===== src/rtl/hbkd_pkg.sv =====
// Types and constants for the boot keyboard event diff block.
// Used by every module of the block; depends on nothing.
package hbkd_pkg;

   localparam int KEY_SLOTS   = 6;
   localparam int NUM_MODS    = 6;
   localparam int PEND_W      = 2 * KEY_SLOTS + 2 * NUM_MODS;
   localparam int IDX_W       = $clog2(PEND_W);
   localparam int QUEUE_DEPTH = 2;
   localparam int QPTR_W      = (QUEUE_DEPTH > 1) ? $clog2(QUEUE_DEPTH) : 1;
   localparam int QCNT_W      = $clog2(QUEUE_DEPTH + 1);

   // event groups within the pending mask
   localparam int REL_BASE  = 0;
   localparam int GONE_BASE = KEY_SLOTS;
   localparam int CAME_BASE = KEY_SLOTS + NUM_MODS;
   localparam int PRS_BASE  = KEY_SLOTS + 2 * NUM_MODS;

   // modifier scan order: lshift, rshift, lctrl, rctrl, lalt, ralt
   localparam logic [NUM_MODS-1:0][2:0] MOD_BIT =
      {3'd6, 3'd2, 3'd4, 3'd0, 3'd5, 3'd1};
   localparam logic [NUM_MODS-1:0][7:0] MOD_CODE =
      {8'hE6, 8'hE2, 8'hE4, 8'hE0, 8'hE5, 8'hE1};

   typedef logic [KEY_SLOTS-1:0][7:0] key_array_type;

   typedef struct packed {
      logic [7:0] modifier_bits;
      logic [7:0] key_slot_0;
      logic [7:0] key_slot_1;
      logic [7:0] key_slot_2;
      logic [7:0] key_slot_3;
      logic [7:0] key_slot_4;
      logic [7:0] key_slot_5;
   } req_type;

   typedef struct packed {
      logic [7:0] key_code;
      logic       is_down;
      logic       last_event;
   } rsp_type;

   typedef struct packed {
      logic [PEND_W-1:0] pend;
      key_array_type     old_keys;
      key_array_type     new_keys;
   } work_type;

endpackage


===== src/rtl/hid_boot_keyboard_event_diff_core.sv =====
// Top level of the boot keyboard report to key event block.
// Depends on hbkd_pkg, hbkd_front, hbkd_queue and hbkd_back.
//
// Usage:
//   Request side is a queue write port: drive req_data and raise req_push; the
//   report is taken on a clock edge where req_full is low. Each report is
//   compared with the previous one and turned into 0 to 18 key events.
//   Response side is a queue read port: while rsp_empty is low, rsp_data holds
//   the oldest event; raise rsp_pop to take it. last_event marks the final
//   event of a report. A report equal to the previous one gives no events.
// Timing:
//   The queue holds the report's event mask; the back end loads it, then registers
//   the first event. The back end emits one event per cycle while rsp_pop takes
//   each event; a two-entry queue lets the front end take further reports
//   meanwhile, one per cycle, until the queue fills.
// Reset:
//   Synchronous, active high; clears the held report to all zero and empties
//   the queue and the output register.
// Stall:
//   When rsp_pop stays low the current event holds, the back end stops, and
//   req_full rises once the queue is full.
module hid_boot_keyboard_event_diff_core
   import hbkd_pkg::*;
(
   input  logic    clock,
   input  logic    reset,
   input  logic    req_push,
   output logic    req_full,
   input  req_type req_data,
   output logic    rsp_empty,
   input  logic    rsp_pop,
   output rsp_type rsp_data
);

   logic     accept;
   logic     work_push;
   work_type work_data;
   logic     q_pop, q_full, q_empty;
   work_type q_data;

   assign req_full = q_full;
   assign accept   = req_push && !q_full;

   hbkd_front u_front (
      .clock     (clock),
      .reset     (reset),
      .accept    (accept),
      .req_data  (req_data),
      .work_push (work_push),
      .work_data (work_data)
   );

   hbkd_queue u_queue (
      .clock     (clock),
      .reset     (reset),
      .push      (work_push),
      .push_data (work_data),
      .pop       (q_pop),
      .pop_data  (q_data),
      .full      (q_full),
      .empty     (q_empty)
   );

   hbkd_back u_back (
      .clock     (clock),
      .reset     (reset),
      .q_empty   (q_empty),
      .q_data    (q_data),
      .q_pop     (q_pop),
      .rsp_empty (rsp_empty),
      .rsp_pop   (rsp_pop),
      .rsp_data  (rsp_data)
   );

endmodule


===== src/rtl/hbkd_front.sv =====
// Front end: takes a report, diffs it against the held report, builds the event mask.
// Depends on hbkd_pkg.
module hbkd_front
   import hbkd_pkg::*;
(
   input  logic     clock,
   input  logic     reset,
   input  logic     accept,
   input  req_type  req_data,
   output logic     work_push,
   output work_type work_data
);

   key_array_type held_keys_ff, held_keys_in;
   logic [7:0]    held_mods_ff, held_mods_in;
   key_array_type now_keys;
   key_array_type unm;
   logic [KEY_SLOTS-1:0] rel;
   logic [7:0]    gone, came;
   logic          found;

   always_comb begin
      now_keys[0] = req_data.key_slot_0;
      now_keys[1] = req_data.key_slot_1;
      now_keys[2] = req_data.key_slot_2;
      now_keys[3] = req_data.key_slot_3;
      now_keys[4] = req_data.key_slot_4;
      now_keys[5] = req_data.key_slot_5;
   end

   // greedy first-match of held slots against current slots
   always_comb begin
      unm   = now_keys;
      rel   = '0;
      found = 1'b0;
      for (int i = 0; i < KEY_SLOTS; i++) begin
         found = 1'b0;
         for (int j = 0; j < KEY_SLOTS; j++) begin
            if (!found && held_keys_ff[i] != 8'h00 && unm[j] == held_keys_ff[i]) begin
               unm[j] = 8'h00;
               found  = 1'b1;
            end
         end
         rel[i] = (held_keys_ff[i] != 8'h00) && !found;
      end
   end

   always_comb begin
      gone = (held_mods_ff ^ req_data.modifier_bits) & ~req_data.modifier_bits;
      came = (held_mods_ff ^ req_data.modifier_bits) & req_data.modifier_bits;
      work_data.old_keys = held_keys_ff;
      work_data.new_keys = now_keys;
      work_data.pend     = '0;
      for (int i = 0; i < KEY_SLOTS; i++) begin
         work_data.pend[REL_BASE + i] = rel[i];
         work_data.pend[PRS_BASE + i] = (unm[i] != 8'h00);
      end
      for (int m = 0; m < NUM_MODS; m++) begin
         work_data.pend[GONE_BASE + m] = gone[MOD_BIT[m]];
         work_data.pend[CAME_BASE + m] = came[MOD_BIT[m]];
      end
   end

   assign work_push = accept && (|work_data.pend);

   always_comb begin
      held_keys_in = held_keys_ff;
      held_mods_in = held_mods_ff;
      if (accept) begin
         held_keys_in = now_keys;
         held_mods_in = req_data.modifier_bits;
      end
   end

   always_ff @(posedge clock) begin
      if (reset) begin
         held_keys_ff <= '0;
         held_mods_ff <= '0;
      end else begin
         held_keys_ff <= held_keys_in;
         held_mods_ff <= held_mods_in;
      end
   end

endmodule


===== src/rtl/hbkd_queue.sv =====
// Short queue of classified reports between the front and back ends.
// Depends on hbkd_pkg.
module hbkd_queue
   import hbkd_pkg::*;
(
   input  logic     clock,
   input  logic     reset,
   input  logic     push,
   input  work_type push_data,
   input  logic     pop,
   output work_type pop_data,
   output logic     full,
   output logic     empty
);

   work_type           mem_ff [QUEUE_DEPTH];
   logic [QPTR_W-1:0]  wr_ptr_ff, wr_ptr_in;
   logic [QPTR_W-1:0]  rd_ptr_ff, rd_ptr_in;
   logic [QCNT_W-1:0]  count_ff, count_in;
   logic               do_push, do_pop;

   assign full     = (count_ff == QCNT_W'(QUEUE_DEPTH));
   assign empty    = (count_ff == '0);
   assign do_push  = push && !full;
   assign do_pop   = pop && !empty;
   assign pop_data = mem_ff[rd_ptr_ff];

   always_comb begin
      wr_ptr_in = wr_ptr_ff;
      rd_ptr_in = rd_ptr_ff;
      count_in  = count_ff;
      if (do_push) begin
         wr_ptr_in = (wr_ptr_ff == QPTR_W'(QUEUE_DEPTH - 1)) ? '0 : wr_ptr_ff + 1'b1;
      end
      if (do_pop) begin
         rd_ptr_in = (rd_ptr_ff == QPTR_W'(QUEUE_DEPTH - 1)) ? '0 : rd_ptr_ff + 1'b1;
      end
      if (do_push && !do_pop) begin
         count_in = count_ff + 1'b1;
      end else if (do_pop && !do_push) begin
         count_in = count_ff - 1'b1;
      end
   end

   always_ff @(posedge clock) begin
      if (do_push) begin
         mem_ff[wr_ptr_ff] <= push_data;
      end
   end

   always_ff @(posedge clock) begin
      if (reset) begin
         wr_ptr_ff <= '0;
         rd_ptr_ff <= '0;
         count_ff  <= '0;
      end else begin
         wr_ptr_ff <= wr_ptr_in;
         rd_ptr_ff <= rd_ptr_in;
         count_ff  <= count_in;
      end
   end

endmodule


===== src/rtl/hbkd_back.sv =====
// Back end: walks a report's event mask, one event per beat, into the output register.
// Depends on hbkd_pkg.
module hbkd_back
   import hbkd_pkg::*;
(
   input  logic     clock,
   input  logic     reset,
   input  logic     q_empty,
   input  work_type q_data,
   output logic     q_pop,
   output logic     rsp_empty,
   input  logic     rsp_pop,
   output rsp_type  rsp_data
);

   logic              busy_ff, busy_in;
   logic [PEND_W-1:0] pend_ff, pend_in;
   key_array_type     old_ff, old_in;
   key_array_type     new_ff, new_in;
   logic              out_valid_ff, out_valid_in;
   rsp_type           out_ff, out_in;

   logic [PEND_W-1:0][7:0] ev_code;
   logic [PEND_W-1:0]      ev_down;
   logic [IDX_W-1:0]       idx;
   logic [PEND_W-1:0]      pick;
   logic                   last, emit, take;

   always_comb begin
      for (int i = 0; i < KEY_SLOTS; i++) begin
         ev_code[REL_BASE + i] = old_ff[i];
         ev_down[REL_BASE + i] = 1'b0;
         ev_code[PRS_BASE + i] = new_ff[i];
         ev_down[PRS_BASE + i] = 1'b1;
      end
      for (int m = 0; m < NUM_MODS; m++) begin
         ev_code[GONE_BASE + m] = MOD_CODE[m];
         ev_down[GONE_BASE + m] = 1'b0;
         ev_code[CAME_BASE + m] = MOD_CODE[m];
         ev_down[CAME_BASE + m] = 1'b1;
      end
   end

   // lowest pending bit goes first
   always_comb begin
      idx = '0;
      for (int b = PEND_W - 1; b >= 0; b--) begin
         if (pend_ff[b]) begin
            idx = IDX_W'(b);
         end
      end
   end

   assign pick  = pend_ff & (~pend_ff + 1'b1);
   assign last  = ((pend_ff & (pend_ff - 1'b1)) == '0);
   assign take  = rsp_pop && out_valid_ff;
   assign emit  = busy_ff && (!out_valid_ff || take);
   assign q_pop = !q_empty && (!busy_ff || (emit && last));

   always_comb begin
      busy_in      = busy_ff;
      pend_in      = pend_ff;
      old_in       = old_ff;
      new_in       = new_ff;
      out_valid_in = out_valid_ff;
      out_in       = out_ff;
      if (take) begin
         out_valid_in = 1'b0;
      end
      if (emit) begin
         out_valid_in      = 1'b1;
         out_in.key_code   = ev_code[idx];
         out_in.is_down    = ev_down[idx];
         out_in.last_event = last;
         pend_in           = pend_ff & ~pick;
         if (last) begin
            busy_in = 1'b0;
         end
      end
      if (q_pop) begin
         busy_in = 1'b1;
         pend_in = q_data.pend;
         old_in  = q_data.old_keys;
         new_in  = q_data.new_keys;
      end
   end

   always_ff @(posedge clock) begin
      old_ff <= old_in;
      new_ff <= new_in;
      out_ff <= out_in;
   end

   always_ff @(posedge clock) begin
      if (reset) begin
         busy_ff      <= 1'b0;
         pend_ff      <= '0;
         out_valid_ff <= 1'b0;
      end else begin
         busy_ff      <= busy_in;
         pend_ff      <= pend_in;
         out_valid_ff <= out_valid_in;
      end
   end

   assign rsp_empty = !out_valid_ff;
   assign rsp_data  = out_ff;

endmodule


===== config.mk =====
export PLATFORM = sky130hd
export DESIGN_NAME = hid_boot_keyboard_event_diff_core
export DESIGN_NICKNAME = d
export VERILOG_FILES = /design/src/rtl/hbkd_pkg.sv /design/src/rtl/hid_boot_keyboard_event_diff_core.sv /design/src/rtl/hbkd_front.sv /design/src/rtl/hbkd_queue.sv /design/src/rtl/hbkd_back.sv
export SDC_FILE = /design/constraint.sdc
export NUM_CORES = 1
export LEC_CHECK = 0
export BUFFER_PORTS_ARGS = -buffer_cell sky130_fd_sc_hd__buf_2
export CORE_UTILIZATION = 50
export CTS_BUF_LIST = sky130_fd_sc_hd__clkbuf_4
export DETAILED_ROUTE_END_ITERATION = 16
export PLACE_DENSITY = 0.69
export SLEW_MARGIN = 5
export SYNTH_ARGS = -nofsm -noshare
export SYNTH_HDL_FRONTEND = slang
export SYNTH_SLANG_ARGS = --single-unit

===== constraint.sdc =====
create_clock -name clock -period 15.6 [get_ports clock]
set_clock_uncertainty 0.2 [all_clocks]
set_input_delay 4.68 -clock clock [delete_from_list [all_inputs] [get_ports clock]]
set_output_delay 4.68 -clock clock [all_outputs]
set_load 0.01 [all_outputs]

==> run_results.csv, run 1 <==
group,metric,value,unit
sta,worstMarginPinSlew,1.22,ns
pwr,power_leakage,9.23,nW
sta,fmax,73.3,MHz
logic_synthesis,yosys_warnings,0,
detailed_routing,drc,0,
cells_and_area,fillers,4180,
die,core-area,0.0481,mm2
placed_design,dp_slack,1.39,ns
min_path,whs_endpoint,"u_front.work_data[56]",
pwr,cellInternalPower,2.87,mW
critical_path,crit_required,15.88,ns
clock_tree,holdBufCountCts,0,
placed_design,place_congestion,1.01,
pwr,power.density,180,mW/mm2
clock_tree,clock_sinks,431,
cells_and_area,layout-drive-gt1-share,0.201,
global_routing,grt.overflow.total,0,
detailed_routing,wire_per_inst,27.4,um
logic_synthesis,yosys.area_share.adder,0.00173,
logic_synthesis,synth.ff_latch_count,431,
critical_path,worstSetupPathType,"primary input to flop",
sta,setup_viol_count_final,0,
cells_and_area,stdcell_area,0.0269,mm2
clock_tree,cts_made_buffers,108,
pwr,power_frac_clock,0.204,
run_status,outcome,"completed",
logic_synthesis,synth_cell_types,111,
sta,period_needed,13.65,ns
sta,whs,0.261,ns
sta,slew_headroom,0.181,
logic_synthesis,synthMuxAreaShare,0.0725,
pwr,pwr-share-seq,0.377,
cells_and_area,mostFrequentLayoutCells,"346 x edfxtp_1, 236 x nand2_1, 158 x nor2_1, 158 x clkbuf_4, 136 x a21oi_1",
cells_and_area,area_growth,9.30,%
critical_path,regToRegStartpoint,"u_front.work_data[49]",
critical_path,cpMostUsedCell,"nand2_1",
global_routing,grt_use_total,0.346,
sta,tns,0,ns
critical_path,end_kind,"flop",
pwr,p_comb_frac,0.419,
detailed_routing,vias,20700,
placed_design,port_buffers,69,
logic_synthesis,synth_top_family_by_area,"compound AO/OA/AOI/OAI gates",
critical_path,cp-start-kind,"primary input",
critical_path,reg2reg_depth,22,
clock_tree,root_buffer,"clkbuf_4",
logic_synthesis,syn_nets,2443,
logic_synthesis,yosysSeqAreaShare,0.491,
placed_design,place_area,0.0255,mm2
critical_path,arrival,13.92,ns
pwr,p_sw,1.96,mW
critical_path,r2r-end,"u_queue.mem_ff[1][6]",
die,io_pins,72,
min_path,min_from,"u_front.work_data[56]",
detailed_routing,drt-initial-drc-count,2231,
logic_synthesis,syn-instance-count,2382,
detailed_routing,ant_nets,0,
cells_and_area,final_cell_count_no_fill,3168,
global_routing,grt_max_degree,68,
critical_path,crit_path_cell_trace,"buf_2 > xor2_1 > nor4_1 > nand2_1 > or4_1 > a221oi_2 > nand4_4 > nand2_1 > o21ai_1 > and3_1 > nor4_2 > o32a_1 > a31oi_2 > a2111oi_4 > o211a_1 > o21ba_2 > a22oi_1 > a2111oi_2 > a311oi_1 > or2_1 > a41oi_2 > and2_4 > buf_4",
job,cap_violations,0,
clock_tree,clkLatencyLatePin,0.94,ns
clock_tree,cts_tree,"yes",
die,rows,80,
sta,rsz0062_at_grt,"false",
critical_path,cp_max_fo,49,
clock_tree,cts_buffer_depth,3,
logic_synthesis,synthFlopType,"edfxtp_1",
min_path,hold_class,"flop to flop",
clock_tree,cts-htree-levels,3,
logic_synthesis,syn_area,0.0246,mm2
logic_synthesis,synth_edf_count,346,
sta,finalCritPeriodShare,0.875,
min_path,worstHoldPathCells,2,
detailed_routing,routed_via_density,6.53,
cells_and_area,layout_commonest_cell,"edfxtp_1",
critical_path,crit_start,"req_data[33]",
cells_and_area,layout.nets,2477,
clock_tree,post_cts_resized,0,
pwr,ir_drop,0.176,mV
global_routing,antenna_found_initial,4,
logic_synthesis,synth_compound_area_frac,0.182,
placed_design,dp_hpwl,58700,um
detailed_routing,dr.pass1.iters,5,
sta,layout_setup_ws,1.95,ns
critical_path,reg2reg_slack,5.47,ns
pwr,swShare,0.406,
logic_synthesis,async_flop_share,0,
clock_tree,path_clk_slew,0.06,ns
clock_tree,cts_setup_buffers,0,
placed_design,placed_cells,2962,
global_routing,grt_pass1_wl,127000,um
critical_path,max_stage_delay,0.68,ns
sta,finalHoldViolCount,0,
die,die_h,224,um
logic_synthesis,synth_simple_gate_area_frac,0.153,
global_routing,first_global_vias,19200,
sta,drv_slew,0,
die,die_w,224,um
logic_synthesis,synthXorXnorAreaFrac,0.0575,
die,dieArea,0.0502,mm2
detailed_routing,routed_wl,86900,um
logic_synthesis,avgSynthCellArea,10.3,um2
critical_path,critPathSlowestCell,"a2111oi_2",
die,initial_core_util,0.512,
==> final cells by class <==
cell class	instances	area [um2]	area share
sequential	431	12100	0.449
multi-input combinational	1692	11500	0.428
clock buffer	158	1190	0.0440
tap	656	821	0.0305
timing repair buffer	117	756	0.0281
clock inverter	42	268	0.00994
inverter	66	250	0.00929
antenna	6	15.0	0.000558
==> per-layer routing <==
| layer | vias to the layer above | part of all wire | track usage | wire length, um |
|---|---|---|---|---|
| met5 | - | 0.00045 | 0 | 39 |
| met4 | 2 | 0.053 | 0.182 | 4650 |
| met3 | 252 | 0.094 | 0.0800 | 8160 |
| met2 | 1132 | 0.44 | 0.516 | 38000 |
| met1 | 10200 | 0.42 | 0.468 | 36100 |
| li1 | 9143 | - | - | - |
==> logic make-up (layout without fill, tap and decap cells) <==
kind of cell,count (synthesis),in the layout
simple gates,743,743
compound gates,630,630
flops,431,431
buf+inv,259,383
mux,160,160
xor+xnor,155,155
fa+ha+maj,4,4
other cells,0,6
==> sequential cells by signal, summed over array words and instances, names as in the netlist, named ones only <==
register	count
u_queue.mem_ff	240
u_queue.rd_ptr_ff	1
u_back.pend_ff	24
u_front.held_mods_ff	6
u_front.work_data	48
u_queue.count_ff	2
u_back.out_valid_ff	1
u_back.busy_ff	1
u_back.rsp_data	10
u_back.ev_code	96
u_queue.wr_ptr_ff	1
==> critical path, delay by kind of cell <==
family,cells,cell delay (ns)
xor+xnor,1,0.13
simple gates,9,4.32
buf+inv,2,0.97
compound gates,11,3.79
==> cell usage after synthesis (all sizes together), types with 8 or more instances <==
master / n / area share
a2111oi: 14 / 0.0086
a211oi: 37 / 0.011
a21oi: 140 / 0.029
a221oi: 11 / 0.0049
a22oi: 24 / 0.0075
a311oi: 12 / 0.0043
a31oi: 50 / 0.014
and2: 14 / 0.0037
and3: 21 / 0.0053
buf: 55 / 0.012
clkbuf: 138 / 0.021
dfxtp: 85 / 0.069
edfxtp: 346 / 0.42
inv: 63 / 0.0096
mux2: 121 / 0.055
mux2i: 37 / 0.015
nand2: 237 / 0.036
nand2b: 17 / 0.0044
nand3: 51 / 0.010
nand3b: 10 / 0.0030
nand4: 31 / 0.0090
nor2: 160 / 0.024
nor2b: 42 / 0.011
nor3: 47 / 0.010
nor4: 38 / 0.013
nor4b: 8 / 0.0028
o211ai: 21 / 0.0066
o21ai: 123 / 0.025
o221ai: 8 / 0.0028
o22ai: 28 / 0.0071
o2bb2ai: 8 / 0.0028
o31ai: 15 / 0.0046
o32ai: 15 / 0.0069
o41ai: 9 / 0.0035
or2: 24 / 0.0061
or3: 10 / 0.0025
or4: 16 / 0.0052
xnor2: 107 / 0.038
xor2: 48 / 0.020
==> power groups by stage <==
stage | sequential [mW] | clock, mW | combinational, mW
detailed placement | 1.84 | 0 | 2.00
finish | 1.82 | 0.987 | 2.02
global route | 1.85 | 1.07 | 2.16
floorplan | 1.77 | 0 | 1.39
global placement | 1.83 | 0 | 1.97
CTS | 1.82 | 1.01 | 2.01
==> worst max path at each step <==
stage | endpoint | slack, ns
after floorplan | u_queue.mem_ff[0][0] | 1.57
after global placement | u_queue.mem_ff[1][6] | 1.52
after detailed placement | u_queue.mem_ff[1][6] | 1.39
after CTS | u_queue.mem_ff[1][6] | 2.25
after global routing | u_queue.mem_ff[1][6] | 1.65
final | u_queue.mem_ff[1][6] | 1.95
==> stage by stage <==
stage | power, mW | util
3_5_place_dp | 3.84 | 0.529
5_1_grt | 5.08 | 0.559
6_report | 4.83 | 0.559
4_1_cts | 4.84 | 0.559
2_1_floorplan | 3.16 | -
3_3_place_gp | 3.81 | 0.529
No activity file was read; power rests on OpenSTA's default activity.
==> run 2: changes to the inputs <==
- CORE_MARGIN: not set -> 3
- PLACE_DENSITY: 0.69 -> 0.76
- SKIP_LAST_GASP: not set -> 1
==> run_results.csv, run 2 (synthesis gave the netlist of run 1 again) <==
group,metric,value,unit
clock_tree,path_clk_slew,0.06,ns
die,rows,80,
clock_tree,cts-htree-levels,3,
global_routing,antenna_found_initial,6,
global_routing,use_met3,0.0918,
sta,worstMarginPinSlew,1.18,ns
detailed_routing,vias,20900,
critical_path,cp_max_fo,60,
cells_and_area,layout-drive-gt1-share,0.203,
detailed_routing,dr.pass1.iters,8,
pwr,power.density,179,mW/mm2
global_routing,grt.overflow.total,0,
pwr,cellInternalPower,2.90,mW
global_routing,first_global_vias,20100,
global_routing,grt_max_degree,117,
detailed_routing,wire_per_inst,27.6,um
clock_tree,cts_buffer_depth,3,
job,cap_violations,0,
cells_and_area,fillers,4181,
detailed_routing,routed_via_density,6.61,
global_routing,busiest_layer,"met2",
detailed_routing,routed_wl,87300,um
pwr,pwr-share-seq,0.377,
detailed_routing,drt-initial-drc-count,2477,
sta,drv_slew,0,
sta,finalCritPeriodShare,0.871,
critical_path,arrival,13.91,ns
pwr,ir_drop,0.150,mV
clock_tree,cts_setup_buffers,0,
cells_and_area,area_growth,9.53,%
placed_design,port_buffers,69,
clock_tree,clkLatencyLatePin,0.91,ns
die,core-area,0.0482,mm2
sta,rsz0062_at_grt,"false",
pwr,power_leakage,9.26,nW
die,die_h,228,um
global_routing,met1_usage,0.426,
clock_tree,cts_tree,"yes",
min_path,hold_class,"flop to flop",
pwr,p_sw,1.93,mW
clock_tree,clock_sinks,431,
critical_path,crit_required,15.92,ns
cells_and_area,layout_commonest_cell,"edfxtp_1",
cells_and_area,regMostFlops,"u_queue.mem_ff",
cells_and_area,layout.nets,2475,
global_routing,grt_use_total,0.327,
die,initial_core_util,0.511,
cells_and_area,stdcell_area,0.0270,mm2
cells_and_area,largest_reg_flops,240,
placed_design,place_congestion,1.06,
pwr,power_frac_clock,0.210,
global_routing,grt_pass1_wl,128000,um
detailed_routing,ant_nets,0,
die,dieArea,0.0520,mm2
die,die_w,228,um
cells_and_area,mostFrequentLayoutCells,"346 x edfxtp_1, 236 x nand2_1, 160 x clkbuf_4, 158 x nor2_1, 136 x a21oi_1",
pwr,swShare,0.400,
sta,setup_viol_count_final,0,
clock_tree,cts_made_buffers,105,
die,io_pins,72,
run_status,outcome,"completed",
sta,slew_headroom,0.204,
pwr,p_comb_frac,0.413,
clock_tree,root_buffer,"clkbuf_4",
critical_path,cp-start-kind,"primary input",
sta,period_needed,13.59,ns
clock_tree,holdBufCountCts,0,
critical_path,end_kind,"flop",
placed_design,dp_hpwl,58300,um
sta,finalHoldViolCount,0,
clock_tree,post_cts_resized,0,
sta,fmax,73.6,MHz
critical_path,worstSetupPathType,"primary input to flop",
detailed_routing,drc,0,
global_routing,met2_usage,0.484,
placed_design,place_area,0.0255,mm2
sta,tns,0,ns
cells_and_area,multi_input_area,0.0115,mm2
cells_and_area,final-seq-area,0.0121,mm2
[run 2: cell types whose count changed in the layout (fill, tap and decap cells not counted), moves of 2 or more]
| cell | delta |
|---|---|
| clkbuf_4 | +2 |
| diode_2 | -2 |
| clkinv_1 | -5 |
| buf_4 | +2 |
[run 2: path summary, 6_finish.rpt]
check | cells past startpoint | slack [ns] | end | from
setup / recovery | 23 | 2.01 | u_queue.mem_ff[1][96] | req_data[46]
setup reg to reg | 22 | 5.55 | u_queue.mem_ff[1][96] | u_front.work_data[54]
hold / removal | 2 | 0.27 | u_front.held_mods_ff[4] | u_front.held_mods_ff[4]
hold reg to reg | 2 | 0.27 | u_front.held_mods_ff[4] | u_front.held_mods_ff[4]
[run 2: power by group through the flow]
stage,clock (mW),combinational (mW),sequential [mW]
after floorplan,0,1.39,1.77
after global placement,0,1.94,1.82
after detailed placement,0,1.97,1.84
after CTS,1.03,1.98,1.82
after global routing,1.09,2.14,1.85
final,1.01,1.99,1.82
[run 2: per-layer routing]
metal	up-vias	part of all wire
met5	-	0.00052
met4	6	0.070
met3	365	0.12
met2	1386	0.43
met1	10100	0.39
li1	9117	-
[run 2: final cells by class]
| class | count | share of cell area |
|---|---|---|
| diodes | 4 | 0.000371 |
| repair buffers | 118 | 0.0278 |
| clock buffers | 160 | 0.0445 |
| clock inverters | 40 | 0.0116 |
| multi-input cells | 1692 | 0.428 |
| well taps | 656 | 0.0304 |
| flip-flops and latches | 431 | 0.448 |
| inverters | 66 | 0.00927 |
[run 2: metrics by stage]
stage               total power [mW]   util  setup WS, ns  instances  hold WS, ns
global placement                3.76  0.528          1.43       2963        0.253
detailed placement              3.81  0.528          1.43       2963        0.261
global route                    5.08  0.559          1.86       3165        0.304
CTS                             4.83  0.559          2.36       3163        0.270
floorplan                       3.16      -          1.57       2382        0.220
finish                          4.83  0.559          2.01       3167        0.267
[run 2: critical path: stages]
cell	delay [ns]
buf_2	0.48
xor2_2	0.22
nor4_4	0.56
a31oi_1	0.19
o32a_1	0.37
or4_1	0.65
nand4_4	0.33
nand2_1	0.45
o21ai_1	0.49
and3_1	0.68
a2111oi_4	0.25
a21oi_1	0.36
a31oi_2	0.38
a2111oi_4	0.56
o211a_1	0.33
o21ba_2	0.23
a22oi_1	0.11
a2111oi_2	0.61
a311oi_1	0.17
or2_1	0.31
a41oi_2	0.33
and2_4	0.80
buf_12	0.30
